## src/hw/rtl/hto_pkg.sv

```systemverilog
// Package for the humidity/temperature outlier filter.
// Holds the request and result types, configuration codes and the fixed-point constants.
// Self-contained; used by every module of the block.
package hto_pkg;

    localparam int TEMP_W = 26;
    localparam int HUM_W  = 24;

    localparam logic [16:0] UNIT = 17'd131070;

    localparam logic signed [TEMP_W-1:0] TEMP_OFFSET = 26'sd5898150;
    localparam logic signed [TEMP_W-1:0] TEMP_HIGH   = 26'sd16383750;
    localparam logic signed [TEMP_W-1:0] TEMP_LOW    = -26'sd5242800;
    localparam logic        [HUM_W-1:0]  HUM_FULL    = 24'd13107000;

    localparam logic signed [TEMP_W-1:0] TEMP_REC_RESET = 26'sd1310700;
    localparam logic        [HUM_W-1:0]  HUM_REC_RESET  = 24'd5242800;

    localparam logic [25:0] TEMP_JUMP_RESET = 26'd3932100;
    localparam logic [23:0] HUM_JUMP_RESET  = 24'd1310700;
    localparam logic [23:0] HUM_LOW_RESET   = 24'd1966050;

    localparam longint unsigned TENTH_DIV = 64'd13107;
    localparam int              DIV_SHIFT = 40;
    localparam int              RECIP_W   = 27;
    localparam logic [RECIP_W-1:0] RECIP =
        RECIP_W'(((64'd1 << DIV_SHIFT) + TENTH_DIV - 64'd1) / TENTH_DIV);
    localparam int QUOT_W = 11;

    localparam logic signed [11:0] FAULT_TEMP_TENTHS = 12'sd1300;

    typedef enum logic [1:0] {
        CFG_TEMP_JUMP = 2'd0,
        CFG_HUM_JUMP  = 2'd1,
        CFG_HUM_LOW   = 2'd2
    } t_cfg_idx;

    typedef struct packed {
        logic [15:0] temp_code;
        logic [15:0] hum_code;
        logic        read_ok;
    } t_in_item;

    typedef struct packed {
        logic signed [11:0] temp_tenths;
        logic        [9:0]  hum_tenths;
        logic               read_failed;
    } t_out_item;

    typedef struct packed {
        logic [25:0] temp_jump;
        logic [23:0] hum_jump;
        logic [23:0] hum_low;
    } t_cfg;

    typedef struct packed {
        logic signed [TEMP_W-1:0] temp;
        logic        [HUM_W-1:0]  hum;
        logic                     failed;
    } t_res;

endpackage

```

## src/hw/rtl/hto_filter.sv

```systemverilog
// Filter stage: outlier test, resampling burst, median-pair average and records.
// Depends on hto_pkg; feeds hto_tenths with values in units of 1/131070.
module hto_filter (
    input  logic            i_clk,
    input  logic            i_rst_n,
    input  hto_pkg::t_cfg   i_cfg,
    input  logic            i_take,
    input  hto_pkg::t_in_item i_item,
    input  logic            i_adv,
    output logic            o_valid,
    output hto_pkg::t_res   o_res
);

    function automatic logic [16:0] mid_pair_sum(input logic [15:0] a, input logic [15:0] b,
                                                 input logic [15:0] c, input logic [15:0] d);
        logic [15:0] lo1;
        logic [15:0] hi1;
        logic [15:0] lo2;
        logic [15:0] hi2;
        lo1 = (a < b) ? a : b;
        hi1 = (a < b) ? b : a;
        lo2 = (c < d) ? c : d;
        hi2 = (c < d) ? d : c;
        return 17'((lo1 > lo2) ? lo1 : lo2) + 17'((hi1 < hi2) ? hi1 : hi2);
    endfunction

    logic        r_collecting, n_collecting;
    logic [1:0]  r_idx, n_idx;
    logic [15:0] r_tsamp [4];
    logic [15:0] r_hsamp [4];
    logic signed [hto_pkg::TEMP_W-1:0] r_trec, n_trec;
    logic        [hto_pkg::HUM_W-1:0]  r_hrec, n_hrec;
    logic          r_valid, n_valid;
    hto_pkg::t_res r_res;

    logic [15:0] tc, hc;
    logic [16:0] t_mid, h_mid;
    logic signed [hto_pkg::TEMP_W-1:0] t_dir, t_burst, t_cand, t_fin;
    logic        [hto_pkg::HUM_W-1:0]  h_dir, h_burst, h_cand, h_fin;
    logic signed [26:0] t_diff;
    logic        [26:0] t_adiff;
    logic signed [25:0] h_diff;
    logic        [25:0] h_adiff;
    logic trigger, last, ok_cand, produce;

    assign tc = i_item.temp_code;
    assign hc = {i_item.hum_code[15:2], 2'b00};

    assign t_mid = mid_pair_sum(r_tsamp[0], r_tsamp[1], r_tsamp[2], tc);
    assign h_mid = mid_pair_sum(r_hsamp[0], r_hsamp[1], r_hsamp[2], hc);

    assign t_dir   = $signed({1'b0, 25'(tc) * 25'd350}) - hto_pkg::TEMP_OFFSET;
    assign h_dir   = 24'(hc) * 24'd200;
    assign t_burst = $signed({1'b0, 25'(t_mid) * 25'd175}) - hto_pkg::TEMP_OFFSET;
    assign h_burst = 24'(h_mid) * 24'd100;

    assign t_diff  = 27'(t_dir) - 27'(r_trec);
    assign t_adiff = t_diff[26] ? 27'(-t_diff) : 27'(t_diff);
    assign h_diff  = $signed({2'b00, h_dir}) - $signed({2'b00, r_hrec});
    assign h_adiff = h_diff[25] ? 26'(-h_diff) : 26'(h_diff);

    assign trigger = !i_item.read_ok
                  || (t_adiff > {1'b0, i_cfg.temp_jump})
                  || (h_dir < i_cfg.hum_low)
                  || (h_dir >= hto_pkg::HUM_FULL)
                  || (h_adiff > {2'b00, i_cfg.hum_jump});

    assign last    = r_collecting && (r_idx == 2'd3);
    assign t_cand  = r_collecting ? t_burst : t_dir;
    assign h_cand  = r_collecting ? h_burst : h_dir;
    assign ok_cand = r_collecting ? i_item.read_ok : 1'b1;
    assign produce = i_take && (r_collecting ? last : !trigger);

    assign t_fin = (t_cand > hto_pkg::TEMP_HIGH || t_cand < hto_pkg::TEMP_LOW) ? r_trec : t_cand;
    assign h_fin = (h_cand >= hto_pkg::HUM_FULL) ? r_hrec : h_cand;

    always_comb begin
        n_collecting = r_collecting;
        n_idx        = r_idx;
        n_trec       = r_trec;
        n_hrec       = r_hrec;
        n_valid      = r_valid;
        if (i_adv) begin
            n_valid = 1'b0;
        end
        if (produce) begin
            n_valid = 1'b1;
            if (ok_cand) begin
                n_trec = t_fin;
                n_hrec = h_fin;
            end
        end
        if (i_take) begin
            if (r_collecting) begin
                if (last) begin
                    n_collecting = 1'b0;
                    n_idx        = 2'd0;
                end else begin
                    n_idx = r_idx + 2'd1;
                end
            end else if (trigger) begin
                n_collecting = 1'b1;
                n_idx        = 2'd0;
            end
        end
    end

    always_ff @(posedge i_clk) begin
        if (!i_rst_n) begin
            r_collecting <= 1'b0;
            r_idx        <= 2'd0;
            r_trec       <= hto_pkg::TEMP_REC_RESET;
            r_hrec       <= hto_pkg::HUM_REC_RESET;
            r_valid      <= 1'b0;
        end else begin
            r_collecting <= n_collecting;
            r_idx        <= n_idx;
            r_trec       <= n_trec;
            r_hrec       <= n_hrec;
            r_valid      <= n_valid;
        end
    end

    always_ff @(posedge i_clk) begin
        if (i_take && r_collecting) begin
            r_tsamp[r_idx] <= tc;
            r_hsamp[r_idx] <= hc;
        end
        if (produce) begin
            r_res.temp   <= t_fin;
            r_res.hum    <= h_fin;
            r_res.failed <= !ok_cand;
        end
    end

    assign o_valid = r_valid;
    assign o_res   = r_res;

endmodule

```

## src/hw/rtl/hto_tenths.sv

```systemverilog
// Scaling stages: fixed-point values to tenths by reciprocal multiply, then output register.
// Depends on hto_pkg; drives the result channel of the top level.
module hto_tenths (
    input  logic               i_clk,
    input  logic               i_rst_n,
    input  logic               i_valid,
    input  hto_pkg::t_res      i_res,
    output logic               o_ready,
    input  logic               i_stall,
    output logic               o_valid,
    output hto_pkg::t_out_item o_data
);

    localparam int PROD_W = hto_pkg::HUM_W + hto_pkg::RECIP_W;

    typedef struct packed {
        logic [hto_pkg::QUOT_W-1:0] qt;
        logic [hto_pkg::QUOT_W-1:0] qh;
        logic                       neg;
        logic                       failed;
    } t_quot;

    logic  r_mul_valid, n_mul_valid;
    logic  r_out_valid, n_out_valid;
    t_quot r_mul;
    hto_pkg::t_out_item r_out, n_out;

    logic mul_ready, out_ready, take, load_out;
    logic [hto_pkg::HUM_W-1:0] t_mag;
    logic [PROD_W-1:0] t_prod, h_prod;
    logic [11:0] qt_ext;

    assign out_ready = !r_out_valid || !i_stall;
    assign mul_ready = !r_mul_valid || out_ready;
    assign take      = i_valid && mul_ready;
    assign load_out  = r_mul_valid && out_ready;

    assign t_mag  = i_res.temp[hto_pkg::TEMP_W-1] ? hto_pkg::HUM_W'(-i_res.temp)
                                                  : hto_pkg::HUM_W'(i_res.temp);
    assign t_prod = PROD_W'(t_mag) * PROD_W'(hto_pkg::RECIP);
    assign h_prod = PROD_W'(i_res.hum) * PROD_W'(hto_pkg::RECIP);

    assign qt_ext = {1'b0, r_mul.qt};

    always_comb begin
        n_out.read_failed = r_mul.failed;
        if (r_mul.failed) begin
            n_out.temp_tenths = hto_pkg::FAULT_TEMP_TENTHS;
            n_out.hum_tenths  = 10'd0;
        end else begin
            n_out.temp_tenths = r_mul.neg ? $signed(-qt_ext) : $signed(qt_ext);
            n_out.hum_tenths  = r_mul.qh[9:0];
        end
    end

    always_comb begin
        n_mul_valid = take ? 1'b1 : (load_out ? 1'b0 : r_mul_valid);
        n_out_valid = load_out ? 1'b1 : ((r_out_valid && !i_stall) ? 1'b0 : r_out_valid);
    end

    always_ff @(posedge i_clk) begin
        if (!i_rst_n) begin
            r_mul_valid <= 1'b0;
            r_out_valid <= 1'b0;
        end else begin
            r_mul_valid <= n_mul_valid;
            r_out_valid <= n_out_valid;
        end
    end

    always_ff @(posedge i_clk) begin
        if (take) begin
            r_mul.qt     <= t_prod[hto_pkg::DIV_SHIFT +: hto_pkg::QUOT_W];
            r_mul.qh     <= h_prod[hto_pkg::DIV_SHIFT +: hto_pkg::QUOT_W];
            r_mul.neg    <= i_res.temp[hto_pkg::TEMP_W-1];
            r_mul.failed <= i_res.failed;
        end
        if (load_out) begin
            r_out <= n_out;
        end
    end

    assign o_ready = mul_ready;
    assign o_valid = r_out_valid;
    assign o_data  = r_out;

endmodule

```

## src/hw/rtl/humidity_temp_outlier_filter.sv

```systemverilog
// Top level of the humidity/temperature outlier filter.
// Depends on hto_pkg, hto_filter and hto_tenths.
//
// Usage:
//   Request channel: i_in_valid / i_in_data / o_in_stall. A reading is taken at a rising
//   edge with i_in_valid high and o_in_stall low.
//   Result channel: o_out_valid / o_out_data / i_out_stall. A result is taken at a
//   rising edge with o_out_valid high and i_out_stall low.
//   Configuration: i_cfg_valid / i_cfg_index / i_cfg_data / o_cfg_ready, ready always
//   high; write only while no request is in flight.
//   One request per cycle is accepted while o_in_stall is low. A request that yields a
//   result passes the input register, filter register, reciprocal-multiply register and
//   output register before it shows on the result channel. Requests that start or
//   continue a resampling burst yield no result.
//   The jump and humidity limits are held pre-scaled.
//   Reset clears the pipeline, returns to normal mode and restores records and limits.
//   A stall from the receiver holds the output register and backs up through the
//   stages; o_in_stall rises only once every stage is full.
module humidity_temp_outlier_filter (
    input  logic               i_clk,
    input  logic               i_rst_n,
    input  logic               i_in_valid,
    input  hto_pkg::t_in_item  i_in_data,
    output logic               o_in_stall,
    output logic               o_out_valid,
    output hto_pkg::t_out_item o_out_data,
    input  logic               i_out_stall,
    input  logic               i_cfg_valid,
    input  logic [1:0]         i_cfg_index,
    input  logic [7:0]         i_cfg_data,
    output logic               o_cfg_ready
);

    hto_pkg::t_cfg     r_cfg, n_cfg;
    hto_pkg::t_in_item r_in;
    logic              r_in_valid, n_in_valid;

    logic          res_valid, mul_ready, res_ready, in_ready, accept, take, adv;
    hto_pkg::t_res res;

    assign res_ready = !res_valid || mul_ready;
    assign in_ready  = !r_in_valid || res_ready;
    assign accept    = i_in_valid && in_ready;
    assign take      = r_in_valid && res_ready;
    assign adv       = res_valid && mul_ready;

    always_comb begin
        n_in_valid = accept ? 1'b1 : (take ? 1'b0 : r_in_valid);
    end

    always_comb begin
        n_cfg = r_cfg;
        if (i_cfg_valid) begin
            unique case (hto_pkg::t_cfg_idx'(i_cfg_index))
                hto_pkg::CFG_TEMP_JUMP: n_cfg.temp_jump = 26'(i_cfg_data) * 26'(hto_pkg::UNIT);
                hto_pkg::CFG_HUM_JUMP:  n_cfg.hum_jump  = 24'(i_cfg_data[6:0]) * 24'(hto_pkg::UNIT);
                hto_pkg::CFG_HUM_LOW:   n_cfg.hum_low   = 24'(i_cfg_data[6:0]) * 24'(hto_pkg::UNIT);
                default:                n_cfg = r_cfg;
            endcase
        end
    end

    always_ff @(posedge i_clk) begin
        if (!i_rst_n) begin
            r_in_valid      <= 1'b0;
            r_cfg.temp_jump <= hto_pkg::TEMP_JUMP_RESET;
            r_cfg.hum_jump  <= hto_pkg::HUM_JUMP_RESET;
            r_cfg.hum_low   <= hto_pkg::HUM_LOW_RESET;
        end else begin
            r_in_valid <= n_in_valid;
            r_cfg      <= n_cfg;
        end
    end

    always_ff @(posedge i_clk) begin
        if (accept) begin
            r_in <= i_in_data;
        end
    end

    hto_filter u_filter (
        .i_clk   (i_clk),
        .i_rst_n (i_rst_n),
        .i_cfg   (r_cfg),
        .i_take  (take),
        .i_item  (r_in),
        .i_adv   (adv),
        .o_valid (res_valid),
        .o_res   (res)
    );

    hto_tenths u_tenths (
        .i_clk   (i_clk),
        .i_rst_n (i_rst_n),
        .i_valid (res_valid),
        .i_res   (res),
        .o_ready (mul_ready),
        .i_stall (i_out_stall),
        .o_valid (o_out_valid),
        .o_data  (o_out_data)
    );

    assign o_in_stall  = !in_ready;
    assign o_cfg_ready = 1'b1;

endmodule

```

## config.mk

```make
export PLATFORM = sky130hd
export DESIGN_NAME = humidity_temp_outlier_filter
export DESIGN_NICKNAME = d
export VERILOG_FILES = /design/src/hw/rtl/hto_pkg.sv /design/src/hw/rtl/hto_filter.sv /design/src/hw/rtl/hto_tenths.sv /design/src/hw/rtl/humidity_temp_outlier_filter.sv
export SDC_FILE = /design/constraint.sdc
export NUM_CORES = 2
export LEC_CHECK = 0
export BUFFER_PORTS_ARGS = -buffer_cell sky130_fd_sc_hd__buf_2
export CAP_MARGIN = 40
export CORE_ASPECT_RATIO = 1.2
export CORE_MARGIN = 2
export CORE_UTILIZATION = 40
export DETAILED_ROUTE_END_ITERATION = 10
export GPL_TIMING_DRIVEN = 0
export PLACE_DENSITY_LB_ADDON = 0.15
export SKIP_CTS_REPAIR_TIMING = 1
export SYNTH_ARGS = -nofsm -noshare
export SYNTH_HDL_FRONTEND = slang
export SYNTH_SLANG_ARGS = --single-unit
```

## constraint.sdc

```tcl
create_clock -name i_clk -period 12.85 [get_ports i_clk]
set_input_delay 1.9275 -clock i_clk [delete_from_list [all_inputs] [get_ports i_clk]]
set_output_delay 1.9275 -clock i_clk [all_outputs]
set_load 0.01 [all_outputs]
```

=== Yosys cells after proc, flatten, opt, wreduce, memory -nomap -nowiden ===
Memories as Yosys holds them, arrays and structs flattened.
Cells that the tools add are included.

* Output and inout bits: 26
* RAM bits: 120
* Memories kept: 2
* Input port bits: 48
* Register bits after elaboration: 257

* $lt $le $gt $ge: 15
* Bitwise gates (word level): 1
* Add/subtract/negate cells: 11
* Multiply operators: 8
* Equal/unequal tests: 3
* Reductions and logical operators: 38
* Multiplexer cells: 38

{| class="wikitable"
|+ Memories
! memory !! depth !! bits a word !! read ports !! clocked after memory_dff !! write ports !! RTL line !! source
|-
| u_filter.r_tsamp || 4 || 16 || 3 || 0 || 1 || hto_filter.sv:29 || <nowiki>logic [15:0] r_tsamp [4];</nowiki>
|-
| u_filter.r_hsamp || 4 || 14 || 3 || 0 || 1 || hto_filter.sv:30 || <nowiki>logic [15:0] r_hsamp [4];</nowiki>
|}

{| class="wikitable"
|+ Operators by type and width
! cell !! count
|-
| $mux W16 || 12
|-
| $lt A16 B16 Y1 || 6
|-
| $mux W26 || 3
|-
| $mux W24 || 3
|-
| $sub A25 B23 Y26 const B || 2
|-
| $mul A24 B27 Y51 const B || 1
|-
| $mul A24 B27 Y50 const B || 1
|-
| $ge A24 B24 Y1 const B || 2
|-
| $add A17 B17 Y17 || 2
|-
| $gt A16 B16 Y1 || 2
|-
| $gt A27 B25 Y1 || 1
|-
| $mux W27 || 1
|-
| $neg A27 Y27 || 1
|-
| $sub A26 B26 Y27 || 1
|-
| $gt A26 B24 Y1 || 1
|-
| $gt A26 B25 Y1 const B || 1
|-
| $lt A26 B24 Y1 const B || 1
|-
| $neg A26 Y26 || 1
|-
| $mul A17 B8 Y25 const B || 1
|-
| $sub A24 B24 Y25 || 1
|-
| $lt A24 B24 Y1 || 1
|-
| $mul A16 B8 Y24 const B || 1
|-
| $mul A8 B16 Y24 const B || 1
|-
| $neg A24 Y24 || 1
|-
| other kinds (18) || 66
|}

=== Longest topological paths before layout ===
* Depth in word-level cells: 14
* Depth in mapped cells: 67

=== Hierarchy ===
Synthesis repeated with hierarchy kept, for this count alone.

* Cell total of the unflattened synthesis: 5348
* Area, all modules: 47399.2 um2

{| class="wikitable"
|+ Modules (own cells, without submodules)
! module !! area each (um2) !! sequential area each (um2) !! instances !! cells each
|-
| hto_filter || 30330.3 || 5315.1 || 1 || 3574
|-
| hto_tenths || 9831.9 || 1421.4 || 1 || 1019
|-
| humidity_temp_outlier_filter || 7236.9 || 2412.3 || 1 || 755
|}

=== Worst setup path before layout ===
Ideal clock, no wire load.

* Path type: reg2reg
* From: register r_in[18] (netlist name)
* To: register u_filter.r_res, in the netlist u_filter.o_res[28], data pin
* Required time: 12590 ps
* Path buffers: 4
* Period minus slack after synthesis: 13100 ps
* Arrival: 12840 ps
* Cell stages (with the launch flop): 59
* Setup slack: -250 ps
* Path through: edfxtp_1 > inv_1 > ha_1 > a21o_1 > a21o_1 > a21o_1 > a21o_1 > a2111oi_0 > a2111oi_0 > nor4_1 > clkbuf_1 > mux2i_1 > ha_1 > o21a_1 > o21a_1 > o21ai_0 > nand2b_1 > a21oi_1 > [23 not listed] > inv_1 > fa_1 > fa_1 > inv_1 > fa_1 > inv_1 > ha_1 > a211o_1 > o32a_1 > clkbuf_1 > a2111oi_0 > nor2_1 > xor2_1 > a221o_1 > o211ai_2 > nand2_2 > buf_6 > mux2_4

* Word-level cells in the longest chain between the ends: 11
* Elaborated cells on any way between the ends: 17

{| class="wikitable"
|+ Ends and longest elaborated chain
! what !! RTL line !! source
|-
| from (decl) || humidity_temp_outlier_filter.sv:35 || <nowiki>hto_pkg::t_in_item r_in;</nowiki>
|-
| from (signal assigned) || humidity_temp_outlier_filter.sv:77 || <nowiki>r_in <= i_in_data;</nowiki>
|-
| $lt A16 B16 Y1 || hto_filter.sv:22, hto_filter.sv:23 ||
|-
| $mux W16 (on tied branches) || hto_filter.sv:22, hto_filter.sv:23 ||
|-
| $gt A16 B16 Y1 or $lt A16 B16 Y1 (tied branches) || hto_filter.sv:24 || <nowiki>return 17'((lo1 > lo2) ? lo1 : lo2) + 17'((hi1 < hi2) ? hi1 : hi2);</nowiki>
|-
| $mux W16 || hto_filter.sv:24 ||
|-
| $add A17 B17 Y17 || hto_filter.sv:24 ||
|-
| $mul A17 B8 Y25 || hto_filter.sv:54 || <nowiki>assign t_burst = $signed({1'b0, 25'(t_mid) * 25'd175}) - hto_pkg::TEMP_OFFSET;</nowiki>
|-
| $sub A25 B23 Y26 || hto_filter.sv:54 ||
|-
| $mux W26 * || hto_filter.sv:69 || <nowiki>assign t_cand = r_collecting ? t_burst : t_dir;</nowiki>
|-
| $gt A26 B25 Y1 or $lt A26 B24 Y1 (tied branches) || hto_filter.sv:74 || <nowiki>assign t_fin = (t_cand > hto_pkg::TEMP_HIGH || t_cand < hto_pkg::TEMP_LOW) ? r_trec : t_cand;</nowiki>
|-
| $logic_or A1 B1 Y1 || hto_filter.sv:74 ||
|-
| $mux W26 * || hto_filter.sv:74 ||
|-
| named net u_filter.t_fin, one bit || hto_filter.sv:38 || <nowiki>logic signed [hto_pkg::TEMP_W-1:0] t_dir, t_burst, t_cand, t_fin;</nowiki>
|-
| to (decl) || hto_filter.sv:34 || <nowiki>hto_pkg::t_res r_res;</nowiki>
|}

The timed path passes the listed nets; every way through them passes the cells marked *.
A chain may end at the register's enable or synchronous reset.

=== Final worst setup path ===
* From: register r_in[18] (netlist name)
* To: register u_filter.r_trec[21] (netlist name)

* Word-level cells in the longest chain between the ends: 14
* Elaborated cells on any way between the ends: 29

{| class="wikitable"
|+ Ends and longest elaborated chain
! what !! RTL line !! source
|-
| branches (longest 14 deep; another with $sub A25 B23 Y26) || - ||
|-
| to (signal assigned) || hto_filter.sv:112 || <nowiki>r_trec <= hto_pkg::TEMP_REC_RESET;</nowiki>
|-
| to (signal assigned) || hto_filter.sv:118 || <nowiki>r_trec <= n_trec;</nowiki>
|-
| to (decl) || hto_filter.sv:31 || <nowiki>logic signed [hto_pkg::TEMP_W-1:0] r_trec, n_trec;</nowiki>
|}

Several ways; the timed one is not identified.

==> impl_metrics.tcl <==
set metrics [dict create \
    status "completed" \
    synth_warnings 0 \
    synth_simple_gate_area_frac 0.107 \
    synth-async-reset-ratio 0 \
    area_growth_pct 11.4 \
    syn-num-nets 6102 \
    hold_violations 0 \
    clock-sinks 344 \
    syn_area_um2 44700 \
    layout-drive-gt1-share 0.0822 \
    syn_avg_cell_area_um2 9.08 \
    crit_top_cell "a21o_1" \
    hp-class "reg -> reg" \
    max_freq_mhz 79.9 \
    yosys-top-cells-area "ha_1, edfxtp_1, fa_1" \
    gp_congestion 0.885 \
    synth_cell_type_count 100 \
    crit_path_start_kind "flip-flop" \
    synth-compound-area-share 0.146 \
    routed_wl_um 118000 \
    slew_headroom 0.387 \
    hpwl_um 98700 \
    final_cell_mix "inv_1, ha_1, nand2_1" \
    min_period_over_period 0.974 \
    row_count 134 \
    grt_overflow 0 \
    initial_core_util 0.402 \
    cts_buffers 43 \
    ant_nets 0 \
    die_w_um 309 \
    ioPinCount 74 \
    worstMarginPinSlew_ps 920 \
    antenna_found_initial 4 \
    core_um2 111000 \
    cp_max_fo 10 \
    period_minus_slack_ps 12510 \
    track_usage 0.208 \
    yosys.area.top_type "ha_1" \
    dp_cells 6506 \
    arrival_ps 13020 \
    initialDrtViolationCount 1695 \
    synthMuxAreaShare 0.0488 \
    critical_path_class "reg -> reg" \
    r2r_start "r_in[18]" \
    portBuffers 69 \
    fin_area_um2 49800 \
    clk_path_buf_depth 3 \
    cpLargestDelayFamily "compound AO/OA/AOI/OAI gates" \
    netlist_instances 4919 \
    max_stage_delay_ps 570 \
    cts.clk_slew.worst_paths_ps 60 \
    fp.dieH_um 370 \
    drc 0 \
    dieArea_um2 114000 \
    r2r_slack_ps 340 \
    rr_worst_depth 60 \
    root_buffer "clkbuf_16" \
    cp.depth 60 \
    grt_pass1_vias 34600 \
    synthXorXnorAreaFrac 0.0500 \
    tritoncts "built" \
    cpMaxStageDelayCell "edfxtp_1" \
    synth_top_family_by_area "adder cells" \
    synth_edf_count 217 \
    hold_depth 1 \
    dr_total_vias 34700 \
    min-delay-start "r_cfg[16]" \
    end_kind "flip-flop" \
    final_common_cell "inv_1" \
    synthFlopType "edfxtp_1" \
    via_per_inst 5.22 \
    synth_top_area_share 0.249 \
    clk_latency_ps 640 \
    setup_viol 0 \
    dpl_cell_area_um2 47200 \
    nNetsFinal 6295 \
    final_cell_count_no_fill 6644 \
    grt_pass1_wl_um 188000 \
    first_pass_iters 6 \
    worstSetupStartpoint "r_in[18]" \
    cts_htree_levels 2 \
    ys_seq_area_frac 0.203 \
    drv_cap 0 \
    ys_ff_latch 344 \
    grt_start_max_net_pins 30 \
    fin_skew_ps 51.6 \
    synth_adder_area_share 0.360 \
    fillCellCount 11000 \
    post_drt_wl_per_cell_um 17.8 \
    cp.required_ps 13360 \
    drv_slew 0 \
    worstPathBufferInverterCount 10 \
]
==> final timing paths <==
kind,to
worst min-delay path,r_cfg[16]
worst min register to register,r_cfg[16]
worst max register to register,u_filter.r_trec[21]
worst max-delay path,u_filter.r_trec[21]
==> kinds of logic (layout without fill, tap and decap cells) <==
logic type,Yosys count,in the layout
adders and majority gates,1135,1135
buffers and inverters,1003,1230
AOI/OAI and AO/OA,990,990
and+or+nand+nor,977,977
DFF,344,344
xor gates and xnor gates,255,255
muxes,214,214
other,1,3
==> cell type report <==
| cell class | instances | area (um^2) | area share |
|---|---|---|---|
| diodes | 2 | 5.00 | 0.000101 |
| plain buffers | 100 | 483 | 0.00971 |
| clock buffers | 47 | 1120 | 0.0226 |
| clock inverters | 32 | 314 | 0.00631 |
| inverters | 896 | 3360 | 0.0676 |
| multi-input cells | 3572 | 32400 | 0.651 |
| flip-flops and latches | 344 | 9060 | 0.182 |
| well taps | 1496 | 1870 | 0.0376 |
| repair buffers | 155 | 1120 | 0.0226 |
==> worst register-to-register path: cells and delay by family (launching register included) <==
family,cells,cell delay [ps]
AO/OA/AOI/OAI,28,5250
XOR/XNOR,2,640
adder cells (fa/ha/maj),9,3250
buffers and inverters,10,1260
flip-flops,1,570
multiplexers,1,250
AND/OR/NAND/NOR,10,1230
==> flip-flops by register name, summed over array words and instances (netlist names), named ones only <==
| signal | flops |
|---|---|
| u_filter.r_collecting | 1 |
| r_in | 31 |
| u_filter.r_hrec | 24 |
| u_tenths.r_mul | 11 |
| u_filter.o_valid | 1 |
| u_filter.r_trec | 25 |
| r_in_valid | 1 |
| u_filter.r_tsamp | 48 |
| u_tenths.r_mul_valid | 1 |
| u_filter.o_res | 50 |
| u_tenths.o_valid | 1 |
| u_tenths.n_out | 1 |
| u_tenths.o_data | 23 |
| u_filter.r_hsamp | 42 |
| u_tenths.qt_ext | 11 |
| r_cfg | 70 |
| u_filter.r_idx | 2 |
==> synth_stat cells (127+ instances only) <==
| cell | count |
|---|---|
| inv_1 | 894 |
| ha_1 | 888 |
| nand2_1 | 280 |
| a21oi_1 | 278 |
| fa_1 | 247 |
| nor2_1 | 233 |
| edfxtp_1 | 217 |
| mux2i_1 | 188 |
| xnor2_1 | 172 |
| o21ai_0 | 163 |
| a21o_1 | 130 |
| dfxtp_1 | 127 |
==> metrics by stage <==
step                      hold slack, ps  setup WS [ps]  setup TNS (ps)   util
after global routing                 468           -270           -7300  0.448
after global placement               435          -2680         -262710  0.422
final                                450            340               0  0.448
after detailed placement             440          -2710         -171990  0.425
after floorplan                      400            220               0      -
after CTS                            455          -2750         -175020  0.438
==> metal layers <==
layer,GRT usage,share of wire,vias to the layer above
li1,-,-,17400
met1,0.278,0.46,16500
met2,0.361,0.48,552
met3,0.0188,0.031,131
met4,0.0499,0.022,2
met5,0,0.000059,-
Power is not shown: default switching activity piles up to over one toggle a cycle in this logic, so the estimate is an artifact.
